File: src/hw/rtl/dwc_pkg.sv
`timescale 1ns / 1ps
// Shared constants, codes and control types for the deque with cursor.
package dwc_pkg;

  // Ring depth; must be a power of two (ring positions wrap by truncation)
  localparam int DEPTH = 64;
  localparam int IDX_W = $clog2(DEPTH);
  localparam int CNT_W = IDX_W + 1;

  localparam int DATA_W  = 32;
  localparam int FUNC_W  = 3;
  localparam int STAT_W  = 2;
  localparam int RES_W   = STAT_W + 4 * DATA_W + 1 + CNT_W;
  localparam int OUT_W   = ((RES_W + 7) / 8) * 8;

  // Command codes
  localparam logic [FUNC_W-1:0] FN_PUSH_L = 3'd0;
  localparam logic [FUNC_W-1:0] FN_PUSH_R = 3'd1;
  localparam logic [FUNC_W-1:0] FN_POP_L  = 3'd2;
  localparam logic [FUNC_W-1:0] FN_POP_R  = 3'd3;
  localparam logic [FUNC_W-1:0] FN_CUR_L  = 3'd4;
  localparam logic [FUNC_W-1:0] FN_CUR_R  = 3'd5;
  localparam logic [FUNC_W-1:0] FN_SET    = 3'd6;

  // Status codes
  localparam logic [STAT_W-1:0] STAT_OK     = 2'd0;
  localparam logic [STAT_W-1:0] STAT_EMPTY  = 2'd1;
  localparam logic [STAT_W-1:0] STAT_FULL   = 2'd2;
  localparam logic [STAT_W-1:0] STAT_AT_END = 2'd3;

  // Controller to datapath commands
  typedef struct packed {
    logic load;     // capture an accepted transaction
    logic exec;     // update pointers and write the ring
    logic rd_lr;    // read both end entries
    logic rd_cur;   // capture end values, read cursor entry
    logic publish;  // load the output register
  } dwc_cmd_t;

  // Datapath to controller status
  typedef struct packed {
    logic out_free; // output register can take a result this cycle
  } dwc_stat_t;

endpackage

File: src/hw/rtl/dwc_ctrl.sv
`timescale 1ns / 1ps
// Sequencer that steps each command through execute, read and publish.
module dwc_ctrl
  import dwc_pkg::*;
(
  input  logic      clk,
  input  logic      rst,
  input  logic      in_valid,
  output logic      in_ready,
  input  dwc_stat_t stat,
  output dwc_cmd_t  cmd
);

  typedef enum logic [4:0] {
    S_IDLE   = 5'b00001,
    S_EXEC   = 5'b00010,
    S_RD_LR  = 5'b00100,
    S_RD_CUR = 5'b01000,
    S_FIN    = 5'b10000
  } state_t;

  state_t state;
  state_t state_next;

  assign in_ready = (state == S_IDLE);

  // Next state and command decode
  always_comb begin
    state_next  = state;
    cmd         = '0;
    case (state)
      S_IDLE: begin
        if (in_valid) begin
          cmd.load   = 1'b1;
          state_next = S_EXEC;
        end
      end
      S_EXEC: begin
        cmd.exec   = 1'b1;
        state_next = S_RD_LR;
      end
      S_RD_LR: begin
        cmd.rd_lr  = 1'b1;
        state_next = S_RD_CUR;
      end
      S_RD_CUR: begin
        cmd.rd_cur = 1'b1;
        state_next = S_FIN;
      end
      S_FIN: begin
        // wait here while the previous result is still held
        if (stat.out_free) begin
          cmd.publish = 1'b1;
          state_next  = S_IDLE;
        end
      end
      default: begin
        state_next = S_IDLE;
      end
    endcase
  end

  always_ff @(posedge clk) begin
    if (rst) begin
      state <= S_IDLE;
    end else begin
      state <= state_next;
    end
  end

endmodule

File: src/hw/rtl/dwc_datapath.sv
`timescale 1ns / 1ps
// Ring storage, end and cursor pointers, and the result register.
module dwc_datapath
  import dwc_pkg::*;
(
  input  logic               clk,
  input  logic               rst,
  input  dwc_cmd_t           cmd,
  output dwc_stat_t          stat,
  input  logic [FUNC_W-1:0]  in_func,
  input  logic [DATA_W-1:0]  in_value,
  output logic               out_valid,
  input  logic               out_ready,
  output logic [OUT_W-1:0]   out_data
);

  logic [DATA_W-1:0] mem [DEPTH];

  // Captured transaction
  logic [FUNC_W-1:0] func;
  logic [DATA_W-1:0] value;

  // Pointer state
  logic [IDX_W-1:0] left_index;
  logic [IDX_W-1:0] cursor_index;
  logic [CNT_W-1:0] entry_count;
  logic [IDX_W-1:0] left_index_next;
  logic [IDX_W-1:0] cursor_index_next;
  logic [CNT_W-1:0] entry_count_next;

  // Per-command results
  logic [STAT_W-1:0] status;
  logic [DATA_W-1:0] popped;
  logic [STAT_W-1:0] status_next;
  logic [DATA_W-1:0] popped_next;

  // Read data and end values of the current contents
  logic [DATA_W-1:0] rd_a;
  logic [DATA_W-1:0] rd_b;
  logic [DATA_W-1:0] left_val;
  logic [DATA_W-1:0] right_val;

  logic              wr_en;
  logic [IDX_W-1:0]  wr_addr;
  logic [IDX_W-1:0]  right_pos;
  logic              empty;
  logic              full;
  logic              cnt_valid;

  assign empty     = (entry_count == '0);
  assign full      = (entry_count == CNT_W'(DEPTH));
  assign right_pos = left_index + entry_count[IDX_W-1:0] - IDX_W'(1);
  assign cnt_valid = ~empty;

  // Command execution
  always_comb begin
    left_index_next   = left_index;
    cursor_index_next = cursor_index;
    entry_count_next  = entry_count;
    status_next       = STAT_OK;
    popped_next       = '0;
    wr_en             = 1'b0;
    wr_addr           = left_index;
    case (func)
      FN_PUSH_L, FN_PUSH_R: begin
        if (full) begin
          status_next = STAT_FULL;
        end else if (empty) begin
          wr_en             = 1'b1;
          wr_addr           = left_index;
          cursor_index_next = left_index;
          entry_count_next  = CNT_W'(1);
        end else if (func == FN_PUSH_L) begin
          wr_en            = 1'b1;
          wr_addr          = left_index - IDX_W'(1);
          left_index_next  = left_index - IDX_W'(1);
          entry_count_next = entry_count + CNT_W'(1);
        end else begin
          wr_en            = 1'b1;
          wr_addr          = left_index + entry_count[IDX_W-1:0];
          entry_count_next = entry_count + CNT_W'(1);
        end
      end
      FN_POP_L: begin
        if (empty) begin
          status_next = STAT_EMPTY;
        end else begin
          popped_next = left_val;
          if (cursor_index == left_index) begin
            cursor_index_next = cursor_index + IDX_W'(1);
          end
          entry_count_next = entry_count - CNT_W'(1);
          if (entry_count != CNT_W'(1)) begin
            left_index_next = left_index + IDX_W'(1);
          end
        end
      end
      FN_POP_R: begin
        if (empty) begin
          status_next = STAT_EMPTY;
        end else begin
          popped_next = right_val;
          if (cursor_index == right_pos) begin
            cursor_index_next = cursor_index - IDX_W'(1);
          end
          entry_count_next = entry_count - CNT_W'(1);
        end
      end
      FN_CUR_L: begin
        if (empty) begin
          status_next = STAT_EMPTY;
        end else if (cursor_index == left_index) begin
          status_next = STAT_AT_END;
        end else begin
          cursor_index_next = cursor_index - IDX_W'(1);
        end
      end
      FN_CUR_R: begin
        if (empty) begin
          status_next = STAT_EMPTY;
        end else if (cursor_index == right_pos) begin
          status_next = STAT_AT_END;
        end else begin
          cursor_index_next = cursor_index + IDX_W'(1);
        end
      end
      FN_SET: begin
        if (empty) begin
          status_next = STAT_EMPTY;
        end else begin
          wr_en   = 1'b1;
          wr_addr = cursor_index;
        end
      end
      default: begin
      end
    endcase
  end

  // Transaction capture and execute-stage registers
  always_ff @(posedge clk) begin
    if (cmd.load) begin
      func  <= in_func;
      value <= in_value;
    end
    if (cmd.exec) begin
      status <= status_next;
      popped <= popped_next;
    end
    if (cmd.rd_cur) begin
      left_val  <= rd_a;
      right_val <= rd_b;
    end
  end

  // Pointer registers
  always_ff @(posedge clk) begin
    if (rst) begin
      left_index   <= '0;
      cursor_index <= '0;
      entry_count  <= '0;
    end else if (cmd.exec) begin
      left_index   <= left_index_next;
      cursor_index <= cursor_index_next;
      entry_count  <= entry_count_next;
    end
  end

  // Ring memory: one write port, two registered read ports
  always_ff @(posedge clk) begin
    if (cmd.exec && wr_en) begin
      mem[wr_addr] <= value;
    end
    if (cmd.rd_lr) begin
      rd_a <= mem[left_index];
      rd_b <= mem[right_pos];
    end else if (cmd.rd_cur) begin
      rd_a <= mem[cursor_index];
    end
  end

  // Output register
  assign stat.out_free = ~out_valid | out_ready;

  always_ff @(posedge clk) begin
    if (rst) begin
      out_valid <= 1'b0;
    end else if (cmd.publish) begin
      out_valid <= 1'b1;
    end else if (out_ready) begin
      out_valid <= 1'b0;
    end
  end

  always_ff @(posedge clk) begin
    if (cmd.publish) begin
      out_data <= {(OUT_W - RES_W)'(0),
                   entry_count,
                   cnt_valid,
                   cnt_valid ? rd_a : '0,
                   cnt_valid ? right_val : '0,
                   cnt_valid ? left_val : '0,
                   popped,
                   status};
    end
  end

endmodule

File: src/hw/rtl/deque_with_cursor.sv
`timescale 1ns / 1ps
// Each input transaction steps through execute, two ring reads (both end entries,
// then the cursor entry) through the read ports, then the output register.
// The sequencer handles one command at a time and takes the next once the
// result sits in the output register. A result still held by the receiver
// delays the publish step, and so the input.
// Reset (rst, synchronous): deque empty, pointers zero, no result pending;
// ring contents are not cleared.
module deque_with_cursor
  import dwc_pkg::*;
(
  input  logic              clk,
  input  logic              rst,
  input  logic              s_axis_tvalid,
  output logic              s_axis_tready,
  input  logic [DATA_W-1:0] s_axis_tdata,  // [31:0] value
  input  logic [FUNC_W-1:0] s_axis_tuser,  // [2:0] func
  output logic              m_axis_tvalid,
  input  logic              m_axis_tready,
  // [1:0] status, [33:2] popped_value, [65:34] left_value, [97:66] right_value,
  // [129:98] cursor_value, [130] cursor_valid, [137:131] count, rest zero
  output logic [OUT_W-1:0]  m_axis_tdata
);

  dwc_cmd_t  cmd;
  dwc_stat_t stat;

  // Sequencer
  dwc_ctrl u_ctrl (
    .clk      (clk),
    .rst      (rst),
    .in_valid (s_axis_tvalid),
    .in_ready (s_axis_tready),
    .stat     (stat),
    .cmd      (cmd)
  );

  // Ring, pointers and result register
  dwc_datapath u_datapath (
    .clk       (clk),
    .rst       (rst),
    .cmd       (cmd),
    .stat      (stat),
    .in_func   (s_axis_tuser),
    .in_value  (s_axis_tdata),
    .out_valid (m_axis_tvalid),
    .out_ready (m_axis_tready),
    .out_data  (m_axis_tdata)
  );

endmodule
File: config.mk
export PLATFORM = sky130hd
export DESIGN_NAME = deque_with_cursor
export DESIGN_NICKNAME = d
export VERILOG_FILES = /design/src/hw/rtl/dwc_pkg.sv /design/src/hw/rtl/dwc_ctrl.sv /design/src/hw/rtl/dwc_datapath.sv /design/src/hw/rtl/deque_with_cursor.sv
export SDC_FILE = /design/constraint.sdc
export NUM_CORES = 2
export LEC_CHECK = 0
export BUFFER_PORTS_ARGS = -buffer_cell sky130_fd_sc_hd__buf_2
export CAP_MARGIN = 20
export CORE_MARGIN = 2
export CORE_UTILIZATION = 40
export CTS_CLUSTER_DIAMETER = 60
export DETAILED_ROUTE_END_ITERATION = 7
export GPL_TIMING_DRIVEN = 0
export SLEW_MARGIN = 20
export SYNTH_ARGS = -nofsm -noshare
export SYNTH_HDL_FRONTEND = slang
export SYNTH_SLANG_ARGS = --single-unit
export TNS_END_PERCENT = 30
File: constraint.sdc
create_clock -name clk -period 9.55 [get_ports clk]
set_input_delay 0.4775 -clock clk [delete_from_list [all_inputs] [get_ports clk]]
set_output_delay 0.4775 -clock clk [all_outputs]
set_load 0.02 [all_outputs]
==> results.py <==
metrics = {
    "outcome": {
        "run_status": "completed",
    },
    "clock_tree": {
        "htree_levels": 5,
        "cts_tree": "done",
        "cts_buffer_depth": 4,
        "ctsResizeCount": 0,
        "cts.sinks": 2420,
        "numCtsBuffers": 283,
        "cts.clk_slew.worst_paths_ns": 0.06,
        "root_buffer": "clkbuf_16",
        "clk_latency_ns": 0.94,
    },
    "synth": {
        "yosysUniqueCellTypes": 69,
        "synth_edf_count": 2383,
        "ys_seq_elements": 2420,
        "ys.flop_type": "edfxtp_1",
        "async_reset_ff_share_pct": 0,
        "yosysSeqAreaShare_pct": 58.3,
        "yosysWarnings": 0,
        "syn_area_um2": 124000,
        "synthTopCellsByArea": "edfxtp_1 (58%), mux4_2 (36%), clkbuf_1 (1.1%)",
        "syn_area_per_cell_um2": 21.3,
        "synth_top_area_share_pct": 57.7,
        "synth_top_area_cell": "edfxtp_1",
        "netlist_instances": 5821,
    },
    "placement": {
        "io_buffers": 177,
        "dpl.hpwl_um": 409000,
        "placed_cells_incl_taps": 10400,
        "gp_congestion": 0.997,
    },
    "sta": {
        "rsz0062_at_grt": "false",
        "layout_min_cycle_time_ns": 9.32,
        "finClkSkew_ns": 0.0469,
        "finalCritPeriodShare_pct": 97.6,
        "tightest_slew_ns": 1.36,
        "max_slew_margin_pct": 9.40,
        "slew_viol_final": 0,
        "fmax_mhz": 107,
        "whs_ns": 0.0903,
        "final-setup-viol-count": 0,
        "hold_viol": 0,
    },
    "min_path": {
        "hold_class": "in2reg",
        "hold_path_depth": 2,
    },
    "worst_setup_path": {
        "worstPathMaxFanout": 10,
        "cp_data_required_time_ns": 10.08,
        "cp-end-kind": "flip-flop",
        "start_kind": "flip-flop",
        "worstPathArrival_ns": 9.84,
        "reg2regPathDepth": 16,
        "reg2reg_slack_ns": 0.23,
        "path_class": "reg2reg",
    },
    "cells_and_area": {
        "utilization_pct": 47.3,
        "fin_cells": 11000,
        "synthToLayoutAreaGrowth_pct": 17.8,
        "drive_gt1_share_pct": 47.6,
        "nets": 6670,
        "mostFrequentLayoutCells": "edfxtp_1 (2383), mux4_2 (1978), buf_2 (291)",
        "final_common_cell": "edfxtp_1",
    },
    "drt": {
        "ant_nets": 0,
        "vias_per_cell": 7.31,
        "route.vias.total": 80300,
        "dr.pass1.iters": 6,
        "drt_iter0_drc": 15500,
        "drc": 0,
        "wl_per_cell_um": 49.6,
        "wl_um": 544000,
    },
    "global_routing": {
        "grtUsageTotal_pct": 34.1,
        "grt_antenna_before_repair": 80,
        "grt_max_degree": 54,
        "grt-ovfl-total": 0,
        "grt_pass1_wl_um": 706000,
        "grt_pass1_vias": 75600,
    },
    "die": {
        "die-area_um2": 314000,
        "core_um2": 309000,
        "die_h_um": 561,
        "die_w_um": 561,
        "rows": 204,
        "start_util_pct": 40.2,
        "ios": 185,
    },
    "power": {
        "p_leak_nw": 43.2,
        "power_density_nw_per_um2": 162,
        "vdd_drop_max_mv": 0.153,
    },
    "flow_run": {
        "max_cap_viol_count": 0,
    },
}
==> per-stage QoR <==
stage	power (mW)	worst slack, ns	TNS, ns	area (um^2)
2_1_floorplan	12.5	2.13	0	124000
3_3_place_gp	13.1	-1.33	-254.80	130000
3_5_place_dp	13.2	0.838	0	137000
4_1_cts	23.6	0.836	0	146000
5_1_grt	24.1	0.622	0	146000
6_report	23.7	0.233	0	146000
==> flip-flops by register name, indices dropped and copies added (netlist names), named ones only <==
| name | cells |
|---|---|
| u_datapath.out_valid | 1 |
| u_datapath.entry_count | 7 |
| u_datapath.mem | 2048 |
| u_datapath.value | 32 |
| u_datapath.right_val | 32 |
| u_datapath.left_val | 32 |
| u_datapath.rd_a | 32 |
| u_datapath.out_data | 138 |
| u_datapath.cursor_index | 6 |
| u_datapath.rd_b | 32 |
| u_datapath.left_index | 6 |
| u_datapath.status | 2 |
| u_datapath.func | 3 |
| u_ctrl.state | 5 |
| u_datapath.popped | 32 |
==> path summary, 6_finish.rpt <==
check | from | endpoint
min reg2reg | u_datapath.rd_b[9] | u_datapath.right_val[9]
max | u_datapath.entry_count[0] | u_datapath.rd_b[8]
max reg2reg | u_datapath.entry_count[0] | u_datapath.rd_b[8]
min | rst | u_ctrl.state[1]
==> cell usage after synthesis (8+ instances only) <==
| library cell | count |
|---|---|
| edfxtp_1 | 2383 |
| mux4_2 | 1978 |
| clkbuf_1 | 355 |
| nand2_1 | 246 |
| buf_1 | 137 |
| and2_1 | 132 |
| nor2_1 | 130 |
| a21oi_1 | 60 |
| a211oi_1 | 39 |
| dfxtp_1 | 37 |
| nand2b_1 | 36 |
| a31oi_1 | 35 |
| o21ai_0 | 25 |
| xnor2_1 | 23 |
| mux2i_1 | 20 |
| inv_1 | 18 |
| buf_2 | 15 |
| ha_1 | 15 |
| buf_4 | 14 |
| nand3_1 | 11 |
| nor3_1 | 9 |
| mux2_2 | 8 |
==> cells by family after synthesis <==
group,count (synthesis),share of synthesized area [%]
DFF,2420,58.3
muxes,2006,36.2
and+or+nand+nor,600,2.27
buffers and inverters,542,1.71
AOI/OAI and AO/OA,201,1.05
xor gates and xnor gates,34,0.281
adders and majority gates,17,0.184
other,1,0.00303
==> worst max-delay path: stages (launching register included) <==
cell      delay, ns
dfxtp_1        0.58
ha_1           0.23
buf_2          0.63
buf_2          0.41
buf_2          0.77
buf_2          0.64
inv_1          0.58
ha_1           0.48
clkbuf_2       0.22
buf_12         0.24
clkbuf_1       0.46
clkbuf_2       0.72
clkbuf_1       0.94
mux4_2         0.39
mux4_2         0.34
nand2_1        0.13
a31oi_1        1.06
==> power by group <==
part           internal (mW)  switching (mW)  total, mW
Clock                   6.09            4.56       10.7
Sequential              11.7          0.0569       11.8
Combinational          0.396           0.829       1.23
==> layout make-up <==
type                            count  area, um^2
Fill cell                       25100      163000
Sequential cell                  2420       72300
Multi-Input combinational cell   2864       50100
Clock buffer                      336        7400
Timing Repair Buffer              503        7080
Tap cell                         4120        5150
Buffer                            522        2410
Clock inverter                    155        1390
Antenna cell                       37        92.6
Inverter                           20        77.6
==> layer usage <==
| metal | global-route usage (%) | part of all wire, % |
|---|---|---|
| met1 | 40.5 | 32 |
| met2 | 49.1 | 43 |
| met3 | 17.9 | 17 |
| met4 | 20.1 | 7.3 |
| met5 | 0.422 | 0.13 |
==> what timing repair did <==
item,CTS,global route
hold endpoints to repair,38,0
setup buffers,0,0
hold buffers,37,0
(Power assumes the default switching activity.)
